$ cat config.mk
export PLATFORM = sky130hd
export DESIGN_NAME = rphr_ctrl
export DESIGN_NICKNAME = d
export VERILOG_FILES = /design/src/hdl/rphr_pkg.sv /design/src/hdl/rphr_ctrl.sv
export SDC_FILE = /design/constraint.sdc
export NUM_CORES = 1
export LEC_CHECK = 0
export ABC_AREA = 1
export BUFFER_PORTS_ARGS = -buffer_cell sky130_fd_sc_hd__buf_2
export CORE_MARGIN = 2
export CORE_UTILIZATION = 35
export DETAILED_ROUTE_END_ITERATION = 8
export PLACE_DENSITY_LB_ADDON = 0.08
export SLEW_MARGIN = 0
export SYNTH_ARGS = -nofsm -noshare
export SYNTH_HDL_FRONTEND = slang
export SYNTH_SLANG_ARGS = --single-unit
$ cat constraint.sdc
create_clock -name clk -period 1.9 [get_ports clk]
set_input_delay 0.285 -clock clk [delete_from_list [all_inputs] [get_ports clk]]
set_output_delay 0.285 -clock clk [all_outputs]
set_load 0.05 [all_outputs]
$ cat src/hdl/rphr_pkg.sv
// Shared types, register map, datapath operation codes and status bundle for the R-peak unit.
package rphr_pkg;

	localparam int REG_W     = 10;
	localparam int CFG_IDX_W = 3;

	typedef logic [REG_W-1:0]     reg_t;
	typedef logic [CFG_IDX_W-1:0] cfg_idx_t;

	localparam cfg_idx_t REG_WINDOW_LENGTH = 3'd0;
	localparam cfg_idx_t REG_STEP_LENGTH   = 3'd1;
	localparam cfg_idx_t REG_VALID_START   = 3'd2;
	localparam cfg_idx_t REG_VALID_END     = 3'd3;
	localparam cfg_idx_t REG_SAMP_HZ       = 3'd4;
	localparam cfg_idx_t REG_R_WIDTH_MAX   = 3'd5;

	localparam reg_t RST_WINDOW_LENGTH = 10'd80;
	localparam reg_t RST_STEP_LENGTH   = 10'd16;
	localparam reg_t RST_VALID_START   = 10'd24;
	localparam reg_t RST_VALID_END     = 10'd56;
	localparam reg_t RST_SAMP_HZ       = 10'd160;
	localparam reg_t RST_R_WIDTH_MAX   = 10'd9;

	localparam logic [15:0] HR_MAX = 16'hFFFF;

	typedef struct packed {
		reg_t window_length;
		reg_t step_length;
		reg_t valid_start;
		reg_t valid_end;
		reg_t samp_hz;
		reg_t r_width_max;
	} cfg_t;

	typedef logic [4:0] op_t;

	localparam op_t OP_NONE   = 5'd0;
	localparam op_t OP_LOAD   = 5'd1;
	localparam op_t OP_INIT   = 5'd2;
	localparam op_t OP_WIN    = 5'd3;
	localparam op_t OP_MX     = 5'd4;
	localparam op_t OP_JINIT  = 5'd5;
	localparam op_t OP_KJM1   = 5'd6;
	localparam op_t OP_PREV   = 5'd7;
	localparam op_t OP_PV     = 5'd8;
	localparam op_t OP_PSET   = 5'd9;
	localparam op_t OP_NEXTJ  = 5'd10;
	localparam op_t OP_KDEC   = 5'd11;
	localparam op_t OP_LMIN   = 5'd12;
	localparam op_t OP_KJ1    = 5'd13;
	localparam op_t OP_RMIN   = 5'd14;
	localparam op_t OP_LOSET  = 5'd15;
	localparam op_t OP_KLO    = 5'd16;
	localparam op_t OP_LODEC  = 5'd17;
	localparam op_t OP_KINC   = 5'd18;
	localparam op_t OP_ACCEPT = 5'd19;
	localparam op_t OP_STEP   = 5'd20;
	localparam op_t OP_RATE   = 5'd21;
	localparam op_t OP_MUL    = 5'd22;
	localparam op_t OP_DIVGO  = 5'd23;
	localparam op_t OP_DIVEND = 5'd24;
	localparam op_t OP_CLR    = 5'd25;

	typedef struct packed {
		logic w_short;
		logic win_ok;
		logic mx_last;
		logic j_ok;
		logic cand_ok;
		logic k_gt_i;
		logic k_lt_end;
		logic above_pv;
		logic prom_ok;
		logic lo_gt_i;
		logic below;
		logic wid_ok;
		logic rate_zero;
		logic rate_sat;
		logic div_done;
	} sts_t;

endpackage

$ cat src/hdl/rphr_ctrl.sv
// Controller: sequences loading, window scans, peak tests and the rate computation.
module rphr_ctrl (
	input  logic           clk,
	input  logic           arst_n,
	input  logic           start,
	input  logic           is_last,
	input  rphr_pkg::sts_t sts,
	output rphr_pkg::op_t  op,
	output logic           busy,
	output logic           done
);

	localparam logic [5:0] S_IDLE  = 6'd0;
	localparam logic [5:0] S_INIT  = 6'd1;
	localparam logic [5:0] S_WIN   = 6'd2;
	localparam logic [5:0] S_MX_RD = 6'd3;
	localparam logic [5:0] S_MX_X  = 6'd4;
	localparam logic [5:0] S_JINIT = 6'd5;
	localparam logic [5:0] S_J_CHK = 6'd6;
	localparam logic [5:0] S_C0_RD = 6'd7;
	localparam logic [5:0] S_C0_X  = 6'd8;
	localparam logic [5:0] S_C1_RD = 6'd9;
	localparam logic [5:0] S_C1_X  = 6'd10;
	localparam logic [5:0] S_C2_RD = 6'd11;
	localparam logic [5:0] S_C2_X  = 6'd12;
	localparam logic [5:0] S_PL_CK = 6'd13;
	localparam logic [5:0] S_PL_RD = 6'd14;
	localparam logic [5:0] S_PL_X  = 6'd15;
	localparam logic [5:0] S_PR_IN = 6'd16;
	localparam logic [5:0] S_PR_CK = 6'd17;
	localparam logic [5:0] S_PR_RD = 6'd18;
	localparam logic [5:0] S_PR_X  = 6'd19;
	localparam logic [5:0] S_PROM  = 6'd20;
	localparam logic [5:0] S_WL_CK = 6'd21;
	localparam logic [5:0] S_WL_RD = 6'd22;
	localparam logic [5:0] S_WL_X  = 6'd23;
	localparam logic [5:0] S_WR_CK = 6'd24;
	localparam logic [5:0] S_WR_RD = 6'd25;
	localparam logic [5:0] S_WR_X  = 6'd26;
	localparam logic [5:0] S_WID   = 6'd27;
	localparam logic [5:0] S_RATE  = 6'd28;
	localparam logic [5:0] S_MUL   = 6'd29;
	localparam logic [5:0] S_DIVGO = 6'd30;
	localparam logic [5:0] S_DIVW  = 6'd31;
	localparam logic [5:0] S_OUT   = 6'd32;

	logic [5:0] state_q, state_d;

	always_ff @(posedge clk or negedge arst_n) begin
		if (!arst_n) state_q <= S_IDLE;
		else         state_q <= state_d;
	end

	always_comb begin
		state_d = state_q;
		op      = rphr_pkg::OP_NONE;
		unique case (state_q)
			S_IDLE: if (start) begin
				op = rphr_pkg::OP_LOAD;
				if (is_last) state_d = S_INIT;
			end
			S_INIT: begin
				op      = rphr_pkg::OP_INIT;
				state_d = sts.w_short ? S_RATE : S_WIN;
			end
			S_WIN: if (sts.win_ok) begin
				op      = rphr_pkg::OP_WIN;
				state_d = S_MX_RD;
			end else begin
				state_d = S_RATE;
			end
			S_MX_RD: state_d = S_MX_X;
			S_MX_X: begin
				op      = rphr_pkg::OP_MX;
				state_d = sts.mx_last ? S_JINIT : S_MX_RD;
			end
			S_JINIT: begin
				op      = rphr_pkg::OP_JINIT;
				state_d = S_J_CHK;
			end
			S_J_CHK: if (sts.j_ok) begin
				op      = rphr_pkg::OP_KJM1;
				state_d = S_C0_RD;
			end else begin
				op      = rphr_pkg::OP_STEP;
				state_d = S_WIN;
			end
			S_C0_RD: state_d = S_C0_X;
			S_C0_X: begin
				op      = rphr_pkg::OP_PREV;
				state_d = S_C1_RD;
			end
			S_C1_RD: state_d = S_C1_X;
			S_C1_X: begin
				op      = rphr_pkg::OP_PV;
				state_d = S_C2_RD;
			end
			S_C2_RD: state_d = S_C2_X;
			S_C2_X: if (sts.cand_ok) begin
				op      = rphr_pkg::OP_PSET;
				state_d = S_PL_CK;
			end else begin
				op      = rphr_pkg::OP_NEXTJ;
				state_d = S_J_CHK;
			end
			S_PL_CK: if (sts.k_gt_i) begin
				op      = rphr_pkg::OP_KDEC;
				state_d = S_PL_RD;
			end else begin
				state_d = S_PR_IN;
			end
			S_PL_RD: state_d = S_PL_X;
			S_PL_X: begin
				op      = rphr_pkg::OP_LMIN;
				state_d = sts.above_pv ? S_PR_IN : S_PL_CK;
			end
			S_PR_IN: begin
				op      = rphr_pkg::OP_KJ1;
				state_d = S_PR_CK;
			end
			S_PR_CK: state_d = sts.k_lt_end ? S_PR_RD : S_PROM;
			S_PR_RD: state_d = S_PR_X;
			S_PR_X: begin
				op      = rphr_pkg::OP_RMIN;
				state_d = sts.above_pv ? S_PROM : S_PR_CK;
			end
			S_PROM: if (sts.prom_ok) begin
				op      = rphr_pkg::OP_LOSET;
				state_d = S_WL_CK;
			end else begin
				op      = rphr_pkg::OP_NEXTJ;
				state_d = S_J_CHK;
			end
			S_WL_CK: if (sts.lo_gt_i) begin
				op      = rphr_pkg::OP_KLO;
				state_d = S_WL_RD;
			end else begin
				op      = rphr_pkg::OP_KJ1;
				state_d = S_WR_CK;
			end
			S_WL_RD: state_d = S_WL_X;
			S_WL_X: if (sts.below) begin
				op      = rphr_pkg::OP_KJ1;
				state_d = S_WR_CK;
			end else begin
				op      = rphr_pkg::OP_LODEC;
				state_d = S_WL_CK;
			end
			S_WR_CK: state_d = sts.k_lt_end ? S_WR_RD : S_WID;
			S_WR_RD: state_d = S_WR_X;
			S_WR_X: if (sts.below) begin
				state_d = S_WID;
			end else begin
				op      = rphr_pkg::OP_KINC;
				state_d = S_WR_CK;
			end
			S_WID: begin
				op      = sts.wid_ok ? rphr_pkg::OP_ACCEPT : rphr_pkg::OP_NEXTJ;
				state_d = S_J_CHK;
			end
			S_RATE: begin
				op      = rphr_pkg::OP_RATE;
				state_d = (sts.rate_zero || sts.rate_sat) ? S_OUT : S_MUL;
			end
			S_MUL: begin
				op      = rphr_pkg::OP_MUL;
				state_d = S_DIVGO;
			end
			S_DIVGO: begin
				op      = rphr_pkg::OP_DIVGO;
				state_d = S_DIVW;
			end
			S_DIVW: if (sts.div_done) begin
				op      = rphr_pkg::OP_DIVEND;
				state_d = S_OUT;
			end
			S_OUT: begin
				op      = rphr_pkg::OP_CLR;
				state_d = S_IDLE;
			end
			default: state_d = S_IDLE;
		endcase
	end

	assign busy = state_q != S_IDLE;
	assign done = state_q == S_OUT;

endmodule

# --- Word level (Yosys, flattened, before mapping) ---
# Cells that the tools add are included.
word_totals:
  ff_bits: 6
  latchBits: 0
  ramBits: 0
  mem_bits_ro: 0
  inputBits: 19
  out_inout_bits: 7
  wordCells: 72
  mem_count: 0
op_classes:
  add_sub_neg: 0
  mul: 0
  n_div: 0
  n_lt_le_gt_ge: 0
  n_eq_ne: 35
  shifts: 0
  muxes: 31
  bitwise: 0
  reduce_logical: 5
op_table:
  columns: ["operator", "count"]
  rows:
  - ["one-hot mux 6 bit (31 select lines)", 1]
  - ["one-hot mux 5 bit (23 select lines)", 1]
  - ["equality test 6 x 5 -> 1 bit (second input constant)", 16]
  - ["2-to-1 mux 5 bit", 11]
  - ["equality test 6 x 4 -> 1 bit (second input constant)", 8]
  - ["equality test 6 x 3 -> 1 bit (second input constant)", 4]
  - ["2-to-1 mux 6 bit", 4]
  - ["2-to-1 mux 4 bit", 4]
  - ["2-to-1 mux 3 bit", 5]
  - ["equality test 6 x 2 -> 1 bit (second input constant)", 2]
  - ["2-to-1 mux 2 bit", 4]
  - ["equality test 6 x 1 -> 1 bit (second input constant)", 1]
  - ["equality test 6 bit (second input constant)", 1]
  - ["logical NOT 6 bit", 1]
  - ["inequality test 2 bit (second input constant)", 3]
  - ["nonzero test 6 bit", 1]
  - ["AND reduction 3 bit", 1]
  - ["OR reduction 2 bit", 1]
  - ["logical OR 1 bit", 1]
  - ["2-to-1 mux 1 bit", 1]

# --- Logic depth before layout (Yosys ltp) ---
logic_depth:
  depth_word: 3
  depth_mapped: 11

# --- Worst setup path after synthesis ---
# OpenSTA, ideal clock, no wires.
synth_timing:
  path_type: "register to output"
  from: "register state_q[3]"
  to: "output port op[0]"
  t_arrival_ns: 1.857
  required_time_ns: 1.615
  slack_ns: -0.242
  stages_incl_launch_ff: 6
  path_buffers: 0
  cell_sequence: "dfrtp_1 nor2_1 nand3_1 inv_1 a211oi_1 nand3_1"
synth_between:
  elab_chain_len: 2
  elab_cells_between_ends: 24
  cone_classes: "eq/ne (22); mux (1); reduce/logical (1)"
synth_lines:
  columns: ["element", "line_no", "rtl"]
  rows:
  - ["start: declaration", "rphr_ctrl.sv:47", "logic [5:0] state_q, state_d;"]
  - ["start signal: assignment", "rphr_ctrl.sv:51", "else state_q <= state_d;"]
  - ["equality test 6 bit (tied with other cells)", "rphr_ctrl.sv:57", "unique case (state_q)"]
  - ["one-hot mux 5 bit (23 select lines) (*)", "rphr_ctrl.sv:57", null]
  - ["end: declaration", "rphr_ctrl.sv:8", "output rphr_pkg::op_t op,"]
# Mark *: on every way between the ends. The rest lies on a longest branch, timed or not.

# --- Worst setup path in the final report ---
layout_timing:
  from: "register state_q[0]"
  to: "output port op[2]"
# The elaborated chain is that of the path after synthesis.

==> results.json <==
{
  "period_needed_ps": 2050,
  "synth_top_family_by_area": "simple AND/OR/NAND/NOR gates",
  "routed_wl_um": 4750,
  "start_util": 0.362,
  "synthXorXnorAreaFrac": 0,
  "clk_latency_ps": 240,
  "cts_tree": "done",
  "clock.fmax_ghz": 0.489,
  "crit_path_end_kind": "primary output",
  "grt_usage": 0.282,
  "worst_slew_pin_slew_ps": 469,
  "numCtsBuffers": 3,
  "r2r_setup_slack_ps": 100,
  "die_h_um": 59.7,
  "p_sw_frac": 0.563,
  "hold_viol": 0,
  "drt_iter0_drc": 167,
  "overflow": 0,
  "syn_nets": 233,
  "p_seq_frac": 0.096,
  "setup_ws_ps": -145,
  "synth-adder-area-share": 0,
  "fp.dieW_um": 59.7,
  "largest_reg_flops": 6,
  "placementRows": 20,
  "hp-class": "in -> reg",
  "synthesis.area_um2": 1090,
  "io_buffer_count": 25,
  "drive_gt1_frac": 0.431,
  "finalMaxSlewViolations": 0,
  "synth_edf_count": 0,
  "pwr-share-clk": 0.037,
  "place_area_um2": 1560,
  "first_pass_iters": 5,
  "nNetsFinal": 318,
  "avgSynthCellArea_um2": 5.08,
  "status": "finished, violations left",
  "path_class": "reg -> out",
  "synth.mux.area_fraction": 0,
  "core_um2": 3000,
  "dp_hpwl_um": 3570,
  "cts_sinks": 6,
  "yosysSeqAreaShare": 0.138,
  "gp_congestion": 0.957,
  "yosys_warnings": 0,
  "grt_pass1_wl_um": 7590,
  "fin_worst_skew_ps": 1.54,
  "cp-start-kind": "register",
  "htreeDepth": 1,
  "synthFlopType": "dfrtp_1",
  "fin_tns_setup_ps": -496,
  "required_ps": 1620,
  "max-cap-violations": 0,
  "wl_per_cell_um": 14.4,
  "antenna_left": 0,
  "crit_fanout": 6,
  "final_cell_mix": "54 x nand2_1, 50 x buf_4, 29 x nor2_1, 27 x nand3_1, 26 x inv_1",
  "power.internal_mw": 1.32,
  "reg_top3": "state_q (6)",
  "grt_pass1_vias": 1705,
  "layout_commonest_cell": "nand2_1",
  "async_reset_ff_frac": 1.00,
  "max-vdd-ir-drop_mv": 0.711,
  "synth.distinct_cells": 23,
  "leakage_nw": 1.13,
  "ys_ff_latch": 6,
  "antennaDiodeCount": 0,
  "io_pins": 26,
  "rsz0062_at_grt": "yes",
  "regMostFlops": "state_q",
  "p_switching_mw": 1.70,
  "pwr_density_cell_nw_per_um2": 1590,
  "synth_cells": 214,
  "fill_cells": 265,
  "grt_max_degree": 13,
  "slew_headroom": 0.685,
  "violations": "negative setup slack",
  "synth_compound_area_frac": 0.0898,
  "clockBufferDepth": 2,
  "setup_viol": 5,
  "vias_per_cell": 5.42,
  "fin_area_um2": 1910,
  "antenna_found_initial": 0,
  "arrival_ps": 1760,
  "min_period_over_period": 1.08,
  "route.vias.total": 1788,
  "final_util": 0.635,
  "combPwrFrac": 0.867,
  "syn2layout_area_growth_pct": 75.3,
  "cts.clk_slew.worst_paths_ps": 40,
  "drc": 0,
  "cts_root_buf": "clkbuf_4",
  "die-area_um2": 3570,
  "yosys.area_share.simple": 0.647
}
-- final cells by class --
class | count | area (um^2) | area share
Inverter | 33 | 124 | 0.0650
Multi-Input combinational cell | 173 | 938 | 0.492
Sequential cell | 6 | 155 | 0.0814
Clock buffer | 3 | 22.5 | 0.0118
Tap cell | 33 | 41.3 | 0.0217
Timing Repair Buffer | 82 | 624 | 0.328
-- per-layer routing --
metal	vias up	global-route usage	share of wire
li1	868	-	-
met1	806	0.382	0.42
met2	99	0.461	0.46
met3	15	0.0455	0.093
met4	0	0.0730	0.024
met5	-	0	0
-- final timing paths --
path,end,startpoint,depth (start not counted)
max in group asynchronous,state_q[0],arst_n,2
setup reg to reg,state_q[0],state_q[0],14
hold / removal,state_q[5],sts[2],3
hold reg to reg,state_q[0],state_q[5],4
min in group asynchronous,state_q[3],arst_n,2
setup / recovery,op[2],state_q[0],9
-- cells in the mapped netlist (3+ instances only) --
cell / instances / area (um^2)
inv_1: 30 / 113
nor2_1: 37 / 139
inv_2: 3 / 11.3
nand3_1: 32 / 160
dfrtp_1: 6 / 150
nor2_2: 5 / 31.3
a21oi_1: 4 / 20.0
nand4_1: 9 / 56.3
o211ai_1: 3 / 22.5
nor3_1: 7 / 35.0
o21ai_0: 4 / 20.0
nand2_1: 60 / 225
-- worst max-delay path, stage by stage, from the launching register on --
cell	delay, ps
dfrtp_2	450
nor2_4	50
buf_6	130
nand3_2	100
nor2_4	50
inv_2	70
nand2_2	70
nor4_4	280
nand2_1	140
buf_6	180
-- logic make-up after synthesis --
family | after synthesis
AO/OA/AOI/OAI | 16
buffers and inverters | 35
flip-flops | 6
AND/OR/NAND/NOR | 157
-- power by group through the flow --
stage | clock network [mW] | registers [mW] | logic [mW]
CTS | 0.118 | 0.289 | 2.50
global route | 0.125 | 0.300 | 2.77
floorplan | 0 | 0.258 | 1.31
detailed placement | 0 | 0.259 | 2.06
finish | 0.112 | 0.291 | 2.62
global placement | 0 | 0.257 | 2.08
-- repair_timing --
action                                  CTS  global route
pin swaps                                14             4
endpoints found under the setup margin    5             6
hold buffers                              1             0
hold endpoints to repair                  6             0
resized for setup                        48            10
gates cloned                              0             0
setup buffers                            17             0
-- through the flow --
step                hold slack, ps  power (mW)  instances  setup slack (ps)
floorplan                    -10.6        1.57        214              43.9
global placement               113        2.34        309              19.9
detailed placement             115        2.32        309              12.3
CTS                            366        2.90        330             -71.1
global route                   397        3.20        330              -206
finish                         379        3.02        330              -145
No activity file was read; power rests on OpenSTA's default activity.
